File: src/bsw_pkg.sv
`timescale 1ns / 1ps
`default_nettype none
// ----------------------------------------------------------------------------
// Ball search watchdog package
// Shared widths, register indexes, reset values and the structs that pass
// between the configuration registers, the core and the top level.
// ----------------------------------------------------------------------------
package bsw_pkg;

    // Solenoids scanned in a pass; only the lowest 32 can ever be enabled.
    localparam int NUM_SOLENOIDS = 32;
    localparam int MASK_W        = 32;
    localparam int SOL_IDX_W     = $clog2(NUM_SOLENOIDS);
    localparam int SOL_CNT_W     = $clog2(NUM_SOLENOIDS + 1);
    localparam int MASK_EXT_W    = (NUM_SOLENOIDS > MASK_W) ? NUM_SOLENOIDS : MASK_W;

    localparam int SECS_W  = 8;
    localparam int DIV_W   = 8;
    localparam int PAUSE_W = 16;
    localparam int SOL_W   = 5;
    localparam int MODE_W  = 2;
    localparam int CFG_INDEX_W = 2;
    localparam int CFG_DATA_W  = 32;

    // Register indexes on the configuration port.
    localparam logic [CFG_INDEX_W-1:0] CFG_TIMEOUT_SECS     = 2'd0;
    localparam logic [CFG_INDEX_W-1:0] CFG_SOLENOID_MASK    = 2'd1;
    localparam logic [CFG_INDEX_W-1:0] CFG_TICKS_PER_SECOND = 2'd2;
    localparam logic [CFG_INDEX_W-1:0] CFG_PAUSE_SECS       = 2'd3;

    // Register reset values.
    localparam logic [SECS_W-1:0] TIMEOUT_RESET = 8'd10;
    localparam logic [MASK_W-1:0] MASK_RESET    = 32'd0;
    localparam logic [DIV_W-1:0]  TPS_RESET     = 8'd10;
    localparam logic [SECS_W-1:0] PAUSE_RESET   = 8'd15;

    // Word opcodes.
    localparam logic OP_TICK    = 1'b0;
    localparam logic OP_CLOSURE = 1'b1;

    typedef struct packed {
        logic [SECS_W-1:0] timeout_secs;
        logic [MASK_W-1:0] solenoid_mask;
        logic [DIV_W-1:0]  ticks_per_second;
        logic [SECS_W-1:0] pause_secs;
    } cfg_t;

    typedef struct packed {
        logic              pulse_fire;
        logic [SOL_W-1:0]  pulse_solenoid;
        logic [MODE_W-1:0] search_mode;
        logic [SECS_W-1:0] idle_secs;
    } result_t;

endpackage
`default_nettype wire

File: src/bsw_cfg_regs.sv
`timescale 1ns / 1ps
`default_nettype none
// ----------------------------------------------------------------------------
// Ball search watchdog configuration registers
// Four write-only registers, loaded by index from the configuration port.
// ----------------------------------------------------------------------------
module bsw_cfg_regs (
    input  wire logic                               clk,
    input  wire logic                               rst_n,
    input  wire logic                               cfg_we,
    input  wire logic [bsw_pkg::CFG_INDEX_W-1:0]    cfg_index,
    input  wire logic [bsw_pkg::CFG_DATA_W-1:0]     cfg_data,
    output bsw_pkg::cfg_t                           cfg
);

    bsw_pkg::cfg_t cfg_reg;

    always_ff @(posedge clk or negedge rst_n)
    begin
        if (!rst_n)
        begin
            cfg_reg.timeout_secs     <= bsw_pkg::TIMEOUT_RESET;
            cfg_reg.solenoid_mask    <= bsw_pkg::MASK_RESET;
            cfg_reg.ticks_per_second <= bsw_pkg::TPS_RESET;
            cfg_reg.pause_secs       <= bsw_pkg::PAUSE_RESET;
        end
        else if (cfg_we)
        begin
            unique case (cfg_index)
                bsw_pkg::CFG_TIMEOUT_SECS:
                    cfg_reg.timeout_secs <= cfg_data[bsw_pkg::SECS_W-1:0];
                bsw_pkg::CFG_SOLENOID_MASK:
                    cfg_reg.solenoid_mask <= cfg_data[bsw_pkg::MASK_W-1:0];
                bsw_pkg::CFG_TICKS_PER_SECOND:
                    cfg_reg.ticks_per_second <= cfg_data[bsw_pkg::DIV_W-1:0];
                bsw_pkg::CFG_PAUSE_SECS:
                    cfg_reg.pause_secs <= cfg_data[bsw_pkg::SECS_W-1:0];
                default:
                    cfg_reg <= cfg_reg;
            endcase
        end
    end

    assign cfg = cfg_reg;

endmodule
`default_nettype wire

File: src/bsw_sol_scan.sv
`timescale 1ns / 1ps
`default_nettype none
// ----------------------------------------------------------------------------
// Ball search watchdog solenoid scanner
// Finds the lowest enabled solenoid at or above a starting number.
// ----------------------------------------------------------------------------
module bsw_sol_scan (
    input  wire logic [bsw_pkg::SOL_CNT_W-1:0] scan_from,
    input  wire logic [bsw_pkg::MASK_W-1:0]    solenoid_mask,
    output logic                               found,
    output logic [bsw_pkg::SOL_IDX_W-1:0]      found_idx
);

    logic [bsw_pkg::MASK_EXT_W-1:0]    mask_ext;
    logic [bsw_pkg::NUM_SOLENOIDS-1:0] cand;

    // Solenoids beyond the mask width read as disabled.
    assign mask_ext = bsw_pkg::MASK_EXT_W'(solenoid_mask);

    always_comb
    begin
        for (int s = 0; s < bsw_pkg::NUM_SOLENOIDS; s++)
        begin
            cand[s] = mask_ext[s] && (bsw_pkg::SOL_CNT_W'(s) >= scan_from);
        end
    end

    always_comb
    begin
        found     = |cand;
        found_idx = '0;
        for (int s = bsw_pkg::NUM_SOLENOIDS - 1; s >= 0; s--)
        begin
            if (cand[s])
            begin
                found_idx = bsw_pkg::SOL_IDX_W'(s);
            end
        end
    end

endmodule
`default_nettype wire

File: src/bsw_core.sv
`timescale 1ns / 1ps
`default_nettype none
// ----------------------------------------------------------------------------
// Ball search watchdog core
// Idle timer, pass sequencing and pause countdown; one word per step.
// ----------------------------------------------------------------------------
module bsw_core (
    input  wire logic          clk,
    input  wire logic          rst_n,
    input  wire logic          step,
    input  wire logic          op,
    input  wire logic          in_game,
    input  wire logic          count_enable,
    input  wire bsw_pkg::cfg_t cfg,
    output bsw_pkg::result_t   res
);

    typedef enum logic [bsw_pkg::MODE_W-1:0] {
        MONITOR = 2'd0,
        SEARCH  = 2'd1,
        PAUSE   = 2'd2
    } phase_t;

    phase_t                            phase_reg, phase_next;
    logic [bsw_pkg::SECS_W-1:0]        idle_reg, idle_next;
    logic [bsw_pkg::DIV_W-1:0]         div_reg, div_next;
    logic [bsw_pkg::SOL_CNT_W-1:0]     sol_reg, sol_next;
    logic [bsw_pkg::PAUSE_W-1:0]       pause_reg, pause_next;

    logic [bsw_pkg::SOL_CNT_W-1:0]     scan_from;
    logic                              found;
    logic [bsw_pkg::SOL_IDX_W-1:0]     found_idx;
    logic [bsw_pkg::PAUSE_W-1:0]       pause_load;
    logic [bsw_pkg::DIV_W-1:0]         div_inc;
    logic [bsw_pkg::SECS_W-1:0]        idle_inc;
    logic                              fire;
    logic [bsw_pkg::SOL_W-1:0]         sol_out;

    // Only a tick in mid-pass carries on from the saved position.
    assign scan_from = (in_game && (op == bsw_pkg::OP_TICK) && (phase_reg == SEARCH))
                       ? sol_reg : '0;

    bsw_sol_scan u_scan (
        .scan_from     (scan_from),
        .solenoid_mask (cfg.solenoid_mask),
        .found         (found),
        .found_idx     (found_idx)
    );

    assign pause_load = bsw_pkg::PAUSE_W'(cfg.pause_secs) *
                        bsw_pkg::PAUSE_W'(cfg.ticks_per_second);
    assign div_inc    = div_reg + 1'b1;
    assign idle_inc   = (&idle_reg) ? idle_reg : idle_reg + 1'b1;

    always_comb
    begin
        logic do_scan;
        do_scan    = 1'b0;
        phase_next = phase_reg;
        idle_next  = idle_reg;
        div_next   = div_reg;
        sol_next   = sol_reg;
        pause_next = pause_reg;

        if (!in_game)
        begin
            phase_next = MONITOR;
            idle_next  = '0;
            div_next   = '0;
            sol_next   = '0;
            pause_next = '0;
        end
        else if (op == bsw_pkg::OP_CLOSURE)
        begin
            idle_next = '0;
            if (phase_reg == SEARCH)
            begin
                sol_next   = '0;
                phase_next = PAUSE;
                pause_next = pause_load;
            end
        end
        else
        begin
            unique case (phase_reg)
                SEARCH:
                begin
                    do_scan = 1'b1;
                end
                PAUSE:
                begin
                    if (pause_reg <= bsw_pkg::PAUSE_W'(1))
                    begin
                        pause_next = '0;
                        if (idle_reg != '0)
                        begin
                            do_scan = 1'b1;
                        end
                        else
                        begin
                            phase_next = MONITOR;
                            div_next   = '0;
                        end
                    end
                    else
                    begin
                        pause_next = pause_reg - 1'b1;
                    end
                end
                default:
                begin
                    phase_next = MONITOR;
                    div_next   = div_inc;
                    if (div_inc >= cfg.ticks_per_second)
                    begin
                        div_next = '0;
                        if (count_enable)
                        begin
                            idle_next = idle_inc;
                            if (idle_inc >= cfg.timeout_secs)
                            begin
                                do_scan = 1'b1;
                            end
                        end
                    end
                end
            endcase
        end

        fire    = 1'b0;
        sol_out = '0;
        if (do_scan)
        begin
            if (found)
            begin
                fire       = 1'b1;
                sol_out    = bsw_pkg::SOL_W'(found_idx);
                sol_next   = bsw_pkg::SOL_CNT_W'(found_idx) + 1'b1;
                phase_next = SEARCH;
            end
            else
            begin
                sol_next   = '0;
                phase_next = PAUSE;
                pause_next = pause_load;
            end
        end
    end

    always_ff @(posedge clk or negedge rst_n)
    begin
        if (!rst_n)
        begin
            phase_reg <= MONITOR;
            idle_reg  <= '0;
            div_reg   <= '0;
            sol_reg   <= '0;
            pause_reg <= '0;
        end
        else if (step)
        begin
            phase_reg <= phase_next;
            idle_reg  <= idle_next;
            div_reg   <= div_next;
            sol_reg   <= sol_next;
            pause_reg <= pause_next;
        end
    end

    assign res.pulse_fire     = fire;
    assign res.pulse_solenoid = sol_out;
    assign res.search_mode    = bsw_pkg::MODE_W'(phase_next);
    assign res.idle_secs      = idle_next;

    a_fire_in_search: assert property (@(posedge clk) disable iff (!rst_n)
        res.pulse_fire |-> (phase_next == SEARCH))
        else $error("pulse issued outside a search pass");

    a_leave_game: assert property (@(posedge clk) disable iff (!rst_n)
        (step && !in_game) |=> (phase_reg == MONITOR && idle_reg == '0 && pause_reg == '0))
        else $error("state not cleared after leaving the game");

    a_pause_only_pausing: assert property (@(posedge clk) disable iff (!rst_n)
        (pause_reg != '0) |-> (phase_reg == PAUSE))
        else $error("pause count held outside the pause");

    a_hold_without_step: assert property (@(posedge clk) disable iff (!rst_n)
        !step |=> ($stable(phase_reg) && $stable(idle_reg) && $stable(sol_reg)))
        else $error("state moved without a word");

endmodule
`default_nettype wire

File: src/ball_search_watchdog_unit.sv
// Path: an accepted word is held in the input register, then passes through
// the core into the result register, from which the receiver takes it.
// Throughput: one word per cycle while out_ready is high; the core updates once per word.
// Reset: rst_n clears both pipeline stages, the watchdog state and loads
// the configuration registers with their defaults; no clearing pass.
`timescale 1ns / 1ps
`default_nettype none
// ----------------------------------------------------------------------------
// Ball search watchdog unit
// Top level: input and result registers around the watchdog core.
// ----------------------------------------------------------------------------
module ball_search_watchdog_unit (
    input  wire logic                             clk,
    input  wire logic                             rst_n,

    input  wire logic                             cfg_we,
    input  wire logic [bsw_pkg::CFG_INDEX_W-1:0]  cfg_index,
    input  wire logic [bsw_pkg::CFG_DATA_W-1:0]   cfg_data,

    input  wire logic                             in_valid,
    output logic                                  in_ready,
    input  wire logic                             op,
    input  wire logic                             in_game,
    input  wire logic                             count_enable,

    output logic                                  out_valid,
    input  wire logic                             out_ready,
    output logic                                  pulse_fire,
    output logic [bsw_pkg::SOL_W-1:0]             pulse_solenoid,
    output logic [bsw_pkg::MODE_W-1:0]            search_mode,
    output logic [bsw_pkg::SECS_W-1:0]            idle_secs
);

    bsw_pkg::cfg_t    cfg;
    bsw_pkg::result_t res;

    // The input stage holds one word; it moves on to the core whenever the
    // result register is empty or its word is being taken in this cycle.
    logic             in_valid_reg;
    logic             op_reg;
    logic             in_game_reg;
    logic             count_enable_reg;
    logic             out_valid_reg;
    bsw_pkg::result_t res_reg;
    logic             advance;

    assign advance  = in_valid_reg && (!out_valid_reg || out_ready);
    assign in_ready = !in_valid_reg || advance;

    bsw_cfg_regs u_cfg (
        .clk       (clk),
        .rst_n     (rst_n),
        .cfg_we    (cfg_we),
        .cfg_index (cfg_index),
        .cfg_data  (cfg_data),
        .cfg       (cfg)
    );

    // The core updates its state on the same edge at which the result
    // of the word is written into the result register.
    bsw_core u_core (
        .clk          (clk),
        .rst_n        (rst_n),
        .step         (advance),
        .op           (op_reg),
        .in_game      (in_game_reg),
        .count_enable (count_enable_reg),
        .cfg          (cfg),
        .res          (res)
    );

    always_ff @(posedge clk or negedge rst_n)
    begin
        if (!rst_n)
        begin
            in_valid_reg  <= 1'b0;
            out_valid_reg <= 1'b0;
        end
        else
        begin
            if (in_ready)
            begin
                in_valid_reg <= in_valid;
            end
            if (advance)
            begin
                out_valid_reg <= 1'b1;
            end
            else if (out_ready)
            begin
                out_valid_reg <= 1'b0;
            end
        end
    end

    // Payload registers carry no reset.
    always_ff @(posedge clk)
    begin
        if (in_ready && in_valid)
        begin
            op_reg           <= op;
            in_game_reg      <= in_game;
            count_enable_reg <= count_enable;
        end
        if (advance)
        begin
            res_reg <= res;
        end
    end

    assign out_valid      = out_valid_reg;
    assign pulse_fire     = res_reg.pulse_fire;
    assign pulse_solenoid = res_reg.pulse_solenoid;
    assign search_mode    = res_reg.search_mode;
    assign idle_secs      = res_reg.idle_secs;

endmodule
`default_nettype wire

File: config.mk
export PLATFORM = sky130hd
export DESIGN_NAME = ball_search_watchdog_unit
export DESIGN_NICKNAME = d
export VERILOG_FILES = /design/src/bsw_pkg.sv /design/src/bsw_cfg_regs.sv /design/src/bsw_sol_scan.sv /design/src/bsw_core.sv /design/src/ball_search_watchdog_unit.sv
export SDC_FILE = /design/constraint.sdc
export NUM_CORES = 1
export LEC_CHECK = 0
export CORE_ASPECT_RATIO = 1.4
export CORE_MARGIN = 2
export CORE_UTILIZATION = 35
export CTS_BUF_LIST = sky130_fd_sc_hd__clkbuf_8 sky130_fd_sc_hd__clkbuf_16
export DETAILED_ROUTE_END_ITERATION = 8
export DONT_BUFFER_PORTS = 1
export MAX_ROUTING_LAYER = met4
export PLACE_DENSITY_LB_ADDON = 0.2
export SLEW_MARGIN = 20
export SYNTH_ARGS = -nofsm -noshare
export SYNTH_HDL_FRONTEND = slang
export SYNTH_SLANG_ARGS = --single-unit
File: constraint.sdc
create_clock -name clk -period 7.7 [get_ports clk]
set_input_delay 1.54 -clock clk [delete_from_list [all_inputs] [get_ports clk]]
set_output_delay 1.54 -clock clk [all_outputs]
set_load 0.005 [all_outputs]
* Word level (Yosys, flattened, before mapping)
Cells that the tools add are included.
** Word-level totals
- Register bits :: 117
- Bits of input ports :: 42
- Output and inout port bits :: 18
- Logic and storage cells :: 199
** Cells by class
- $add $sub $neg :: 4
- Multiply operators :: 1
- Order comparisons :: 35
- Equal/unequal tests :: 11
- Multiplexer cells :: 76
- Bitwise gates (word level) :: 1
- Reductions and logical operators :: 53
** Operators with widths (number)
- 5-bit 2-to-1 mux :: 32
- 16-bit 2-to-1 mux :: 7
- 5-bit by 6-bit >= comparator with 1-bit output, first input constant :: 16
- 8-bit 2-to-1 mux :: 11
- 4-bit by 6-bit >= comparator with 1-bit output, first input constant :: 8
- 1-bit logical AND :: 36
- 6-bit 2-to-1 mux :: 6
- 32-bit OR reduction :: 1
- 3-bit by 6-bit >= comparator with 1-bit output, first input constant :: 4
- 8-bit by 1-bit adder with 8-bit output, second input constant :: 2
- 8-bit >= comparator :: 2
- 16-bit by 1-bit <= comparator with 1-bit output, second input constant :: 1
- 8-bit by 8-bit multiplier with 16-bit output :: 1
- 8-bit one-hot mux with 2 select lines :: 1
- 16-bit by 1-bit subtractor with 16-bit output, second input constant :: 1
- 2-bit 2-to-1 mux :: 7
- 1-bit by 6-bit >= comparator with 1-bit output, first input constant :: 2
- 2-bit by 6-bit >= comparator with 1-bit output, first input constant :: 2
- 1-bit 2-to-1 mux :: 10
- 2-bit AND reduction :: 5
- 8-bit AND reduction :: 1
- 8-bit nonzero test :: 1
- 5-bit by 1-bit adder with 6-bit output, second input constant :: 1
- 2-bit == test, second input constant :: 3
- other kinds (15) :: 20

* Longest topological paths before layout
- Word-level depth :: 41
- Gate-level depth with buffers :: 20
- Gate-level depth less buffers :: 19

* By module
From an unflattened synthesis, not the netlist that was laid out.
** Second synthesis, totals
- Cell total of the unflattened synthesis :: 974
- Area, all modules :: 9377.7 um2
** By module, submodules not included
- bsw_core :: times used 1, cells each 652, area each 5484.0 um2
- bsw_cfg_regs :: times used 1, cells each 119, area each 2118.3 um2
- bsw_sol_scan :: times used 1, cells each 176, area each 1101.1 um2
- ball_search_watchdog_unit :: times used 1, cells each 27, area each 674.4 um2

* Worst setup path before layout
OpenSTA, ideal clock, no wires.
- Path kind :: register to register
- Start :: register u_cfg.cfg_reg, in the netlist u_cfg.cfg[12]
- End :: register u_core.pause_reg[15] (netlist bit)
- Library setup time :: 0.087 ns
- Data arrival time :: 4.535 ns
- Required time :: 7.613 ns
- Setup slack :: 3.078 ns
- Cell stages (with the launch flop) :: 18
- Path buffers :: 1
- Cell sequence :: dfrtp_1 > clkbuf_1 > and2_1 > fa_1 > fa_1 > inv_1 > fa_1 > fa_1 > inv_1 > ha_1 > a21oi_1 > o21ai_0 > o41ai_1 > nor2_1 > a211oi_1 > o21ai_0 > xnor2_1 > o211ai_1
** Between the ends
- Longest elaborated chain between the ends :: 6
** RTL lines
- start, declared :: line bsw_cfg_regs.sv:16 : bsw_pkg::cfg_t cfg_reg;
- start signal, assigned :: line bsw_cfg_regs.sv:39 : cfg_reg <= cfg_reg;
- 8-bit by 8-bit multiplier with 16-bit output / 8-bit >= comparator (equally long branches) :: line bsw_core.sv:50, bsw_core.sv:114
- 16-bit 2-to-1 mux / 1-bit 2-to-1 mux (equally long branches) :: line bsw_core.sv:76, bsw_core.sv:114
- 16-bit 2-to-1 mux / 1-bit one-hot mux with 2 select lines (equally long branches) :: line bsw_core.sv:73, bsw_core.sv:85
- 16-bit 2-to-1 mux / 1-bit 2-to-1 mux (equally long branches) :: line bsw_core.sv:65, bsw_core.sv:73
- 16-bit 2-to-1 mux / 1-bit 2-to-1 mux (equally long branches) :: line bsw_core.sv:134, bsw_core.sv:65
- 16-bit 2-to-1 mux (*) :: line bsw_core.sv:132 : if (do_scan)
- end signal, assigned :: line bsw_core.sv:166 : pause_reg <= pause_next;
- end, declared :: line bsw_core.sv:28 : logic [bsw_pkg::PAUSE_W-1:0] pause_reg, pause_next;
Mark *: on every way between the ends. The rest lies on a longest branch, timed or not.
A chain may end at the register's enable or synchronous reset.

* Worst setup path after layout
Same ends and word-level chain as after synthesis.

==> parameters.txt <==
Parameter                              Value

Final layout
  Antenna diode count ... 0
  Layout overhead on the synthesized area ... 9.057%
  NumNets Final ... 1099
  Fraction of layout instances using a drive strength above 1 ... 0.1142
  Largest register FFs ... between 50 and 60
  Final design utilization ... 0.3882
  Fillers ... 2584
  Post-Layout Cell Count ... 1291

Run
  Max-Cap Viols ... 0

Route
  WL/cell ... 18.89 um
  Remaining antenna violation count ... 0
  Detailed-route wire length ... 24390 um
  Vias per cell ... approximately 5.5
  DRT iter0 DRCs ... 458
  Number of search-and-repair iterations in the first detailed-routing pass ... 5
  Detailed-route DRC error count ... 0
  Via count ... 7119

Timing
  Maximum frequency from static timing analysis ... between 200 and 250 MHz
  Number of endpoints with negative hold slack in the final report ... 0
  Worst-case clock skew ... 0.009534 ns
  Shortest period the worst path allows ... roughly 4.9 ns
  RSZ-0062 raised after global routing ... false
  Post-route clock period utilization ... 0.6326
  Slew @ Worst Pin ... around 0.9 ns
  Max-Slew Margin vs Limit ... 0.3847
  Slew Limit Fails ... 0
  Final Hold Slack ... between 0.4 and 0.5 ns
  Setup TNS ... 0 ns
  Count of final setup violators ... 0

Global route
  Number of antenna violations at the first check in global routing ... 0
  Global route overflow ... 0
  Pin count of the biggest net entering global routing ... 99
  First-pass GRT wire length ... roughly 40000 um
  Number of global-route vias before repair ... 7274
  Global router's overall resource usage ... 0.1906

Floorplanning
  Area enclosed by the die boundary ... 0.02713 sq mm
  Initial core utilization ... 0.3560
  # IOs ... 60
  Die width ... roughly 140 um
  Die Height ... 194.1 um
  Row count ... 69
  Core area ... 0.02538 sq mm

Place
  Post-DP HPWL ... 18260 um
  Number of instances in the placed design ... 1259
  Port Buf Inserts ... 0
  Placer congestion estimate ... 0.8981

Critical path
  Required arrival time at the worst endpoint ... around 8 ns
  Worst Setup SP ... u_cfg.cfg[12]
  Origin of the critical flop-to-flop path ... u_cfg.cfg[12]
  Worst R2R Path Depth ... 16
  Crit. path cell count ... 16
  Terminus of the critical flop-to-flop path ... u_core.pause_reg[15]
  Most frequent cell on the critical path ... sky130_fd_sc_hd__fa_1
  Worst path buffer plus inverter count ... 2
  Sequence of cells on the critical path ... and2_1 -> fa_1 -> fa_1 -> inv_1 -> fa_1 -> fa_1 -> inv_1 -> ha_1 -> a21oi_1 -> o21ai_0 -> o41ai_1 -> nor2_1 -> a211oi_1 -> o21ai_0 -> xnor2_1 -> o211ai_1
  Critical path type ... reg -> reg
  Stage delay of the slowest cell on the critical path ... 0.54 ns
  Crit. End Element ... flip-flop
  Destination of the critical timing path ... u_core.pause_reg[15]
  Critical-path cell with the highest stage delay ... sky130_fd_sc_hd__fa_1
  Kind of start point of the critical path ... flip-flop
  Data arrival time of the critical path ... 5.22 ns
  Critical path's top delay family ... adder cells
  Peak fanout along the critical path ... 10
  R2R Setup Slk ... approximately 2.8 ns

Pwr
  Static power due to leakage ... 4.298 nW
  Tot Pwr ... 3.194 mW
  Pwr dens ... 324.1 mW/mm^2
  Largest vdd supply drop ... 0.1753 mV

Worst hold path
  Worst min-delay path category ... reg -> reg

Synthesis
  Avg Inst Size Synth ... 9.229 sq um
  Synth Cell Area ... 0.009035 sq mm
  Post-Syn Nets ... ~1100
  Share of flip-flops with an asynchronous set or reset after synthesis ... 0.8376
  Post-synthesis sequential element count ... 117
  Synth area leaders ... sky130_fd_sc_hd__dfrtp_1, sky130_fd_sc_hd__ha_1, sky130_fd_sc_hd__fa_1
  EDFF count, synth ... 19
  Gate Count Post-Synth ... roughly 1000
  Predominant post-synthesis flop cell ... sky130_fd_sc_hd__dfrtp_1
  Fraction of synthesized cell area taken by the top area cell type ... 0.2493
  Distinct cell type count after synthesis ... 78
  Yosys warning count ... 0
  Top cells by instance count after synthesis ... sky130_fd_sc_hd__nand2_1, sky130_fd_sc_hd__dfrtp_1, sky130_fd_sc_hd__inv_1
  Sequential fraction of the synthesis area ... 0.3357
  Most common cell in the synthesized netlist ... sky130_fd_sc_hd__nand2_1
  Library cell with the largest summed area after synthesis ... sky130_fd_sc_hd__dfrtp_1

Clocking
  TritonCTS clock tree ... yes
  Clock tree sinks ... 117
  Root cell of the clock tree ... sky130_fd_sc_hd__clkbuf_16
  Cts-stage hold buffer count ... 0
  Number of buffers created by CTS ... 17
  Number of cells upsized or downsized after cts ... 0
  Buffer depth of the longest clock path ... 2
  Count of buffers added by post-CTS timing repair for setup ... 0
  # H-tree levels ... 4
  Clock transition at the registers of the reported paths ... 0.06 ns
  Clock latency reported for the late side of the worst-skew pair ... ~0.43 ns

Status
  Outcome ... finished clean
per-stage QoR:
step                worst slack (ns)  instance area (sq um)
detailed placement             2.789                   9258
floorplan                      3.078                   9035
global placement               2.813                   9258
global route                   2.391                   9853
finish                         2.829                   9853
CTS                            2.779                   9853
worst min-delay path by stage:
stage	start	end	slack, ns	cells past startpoint
final	in_valid_reg	out_valid	0.49	1
after global routing	in_valid_reg	out_valid	0.52	1
after CTS	in_valid_reg	out_valid	0.49	1
after detailed placement	in_valid_reg	out_valid	0.48	1
after global placement	in_valid_reg	out_valid	0.48	1
after floorplan	in_valid_reg	out_valid	0.46	1
per-layer routing:
metal / track usage / vias to the layer above / wire (um)
li1: - / 3420 / -
met1: 0.1978 / 3470 / 9367
met2: 0.3447 / 173 / 13070
met3: 0.02692 / 56 / 650
met4: 0.1030 / 0 / 1300
met5: - / - / 0
report_power, final:
part           total, mW  internal (mW)  switching, mW
sequential         0.847          0.727          0.120
combinational       1.53          0.663          0.871
clock              0.813          0.501          0.311
placed cells by master, fill, tap and decap left out, types with 18 or more instances in the layout:
| master | synthesis | final |
|---|---|---|
| sky130_fd_sc_hd__a21oi_1 | 31 | 31 |
| sky130_fd_sc_hd__and2_1 | 38 | 38 |
| sky130_fd_sc_hd__clkbuf_16 | 0 | 18 |
| sky130_fd_sc_hd__dfrtp_1 | 90 | 90 |
| sky130_fd_sc_hd__edfxtp_1 | 19 | 19 |
| sky130_fd_sc_hd__fa_1 | 36 | 36 |
| sky130_fd_sc_hd__ha_1 | 62 | 62 |
| sky130_fd_sc_hd__inv_1 | 83 | 85 |
| sky130_fd_sc_hd__mux2_2 | 50 | 50 |
| sky130_fd_sc_hd__nand2_1 | 116 | 116 |
| sky130_fd_sc_hd__nand3_1 | 19 | 19 |
| sky130_fd_sc_hd__nor2_1 | 81 | 81 |
| sky130_fd_sc_hd__nor3_1 | 23 | 23 |
| sky130_fd_sc_hd__o21ai_0 | 70 | 70 |
| sky130_fd_sc_hd__o31ai_1 | 18 | 18 |
logic make-up (layout without fill, tap and decap cells):
kind of cell,after synthesis,in the layout,share of synthesized area
buffers and inverters,126,119,0.05733
AOI/OAI and AO/OA,215,215,0.1611
and+or+nand+nor,343,343,0.1883
DFF,117,117,0.3357
xor gates and xnor gates,26,26,0.02520
muxes,54,54,0.06675
adders and majority gates,98,98,0.1656
worst register-to-register path: stages, from the launching register on:
cell	delay, ns
sky130_fd_sc_hd__dfrtp_1	0.46
sky130_fd_sc_hd__and2_1	0.20
sky130_fd_sc_hd__fa_1	0.44
sky130_fd_sc_hd__fa_1	0.54
sky130_fd_sc_hd__inv_1	0.05
sky130_fd_sc_hd__fa_1	0.46
sky130_fd_sc_hd__fa_1	0.54
sky130_fd_sc_hd__inv_1	0.04
sky130_fd_sc_hd__ha_1	0.33
sky130_fd_sc_hd__a21oi_1	0.21
sky130_fd_sc_hd__o21ai_0	0.17
sky130_fd_sc_hd__o41ai_1	0.44
sky130_fd_sc_hd__nor2_1	0.10
sky130_fd_sc_hd__a211oi_1	0.34
sky130_fd_sc_hd__o21ai_0	0.18
sky130_fd_sc_hd__xnor2_1	0.15
sky130_fd_sc_hd__o211ai_1	0.15
layout make-up:
| cell class | instances | area, sq um | area share |
|---|---|---|---|
| Sequential cell | 117 | 3033 | 0.3078 |
| Clock buffer | 19 | 464.2 | 0.04711 |
| Multi-Input combinational cell | 736 | 5484 | 0.5566 |
| Clock inverter | 13 | 131.4 | 0.01333 |
| Inverter | 83 | 311.5 | 0.03162 |
| Timing Repair Buffer | 4 | 30.03 | 0.003048 |
| Tap cell | 319 | 399.1 | 0.04051 |
Note: power is estimated with default switching activity, not from simulation.
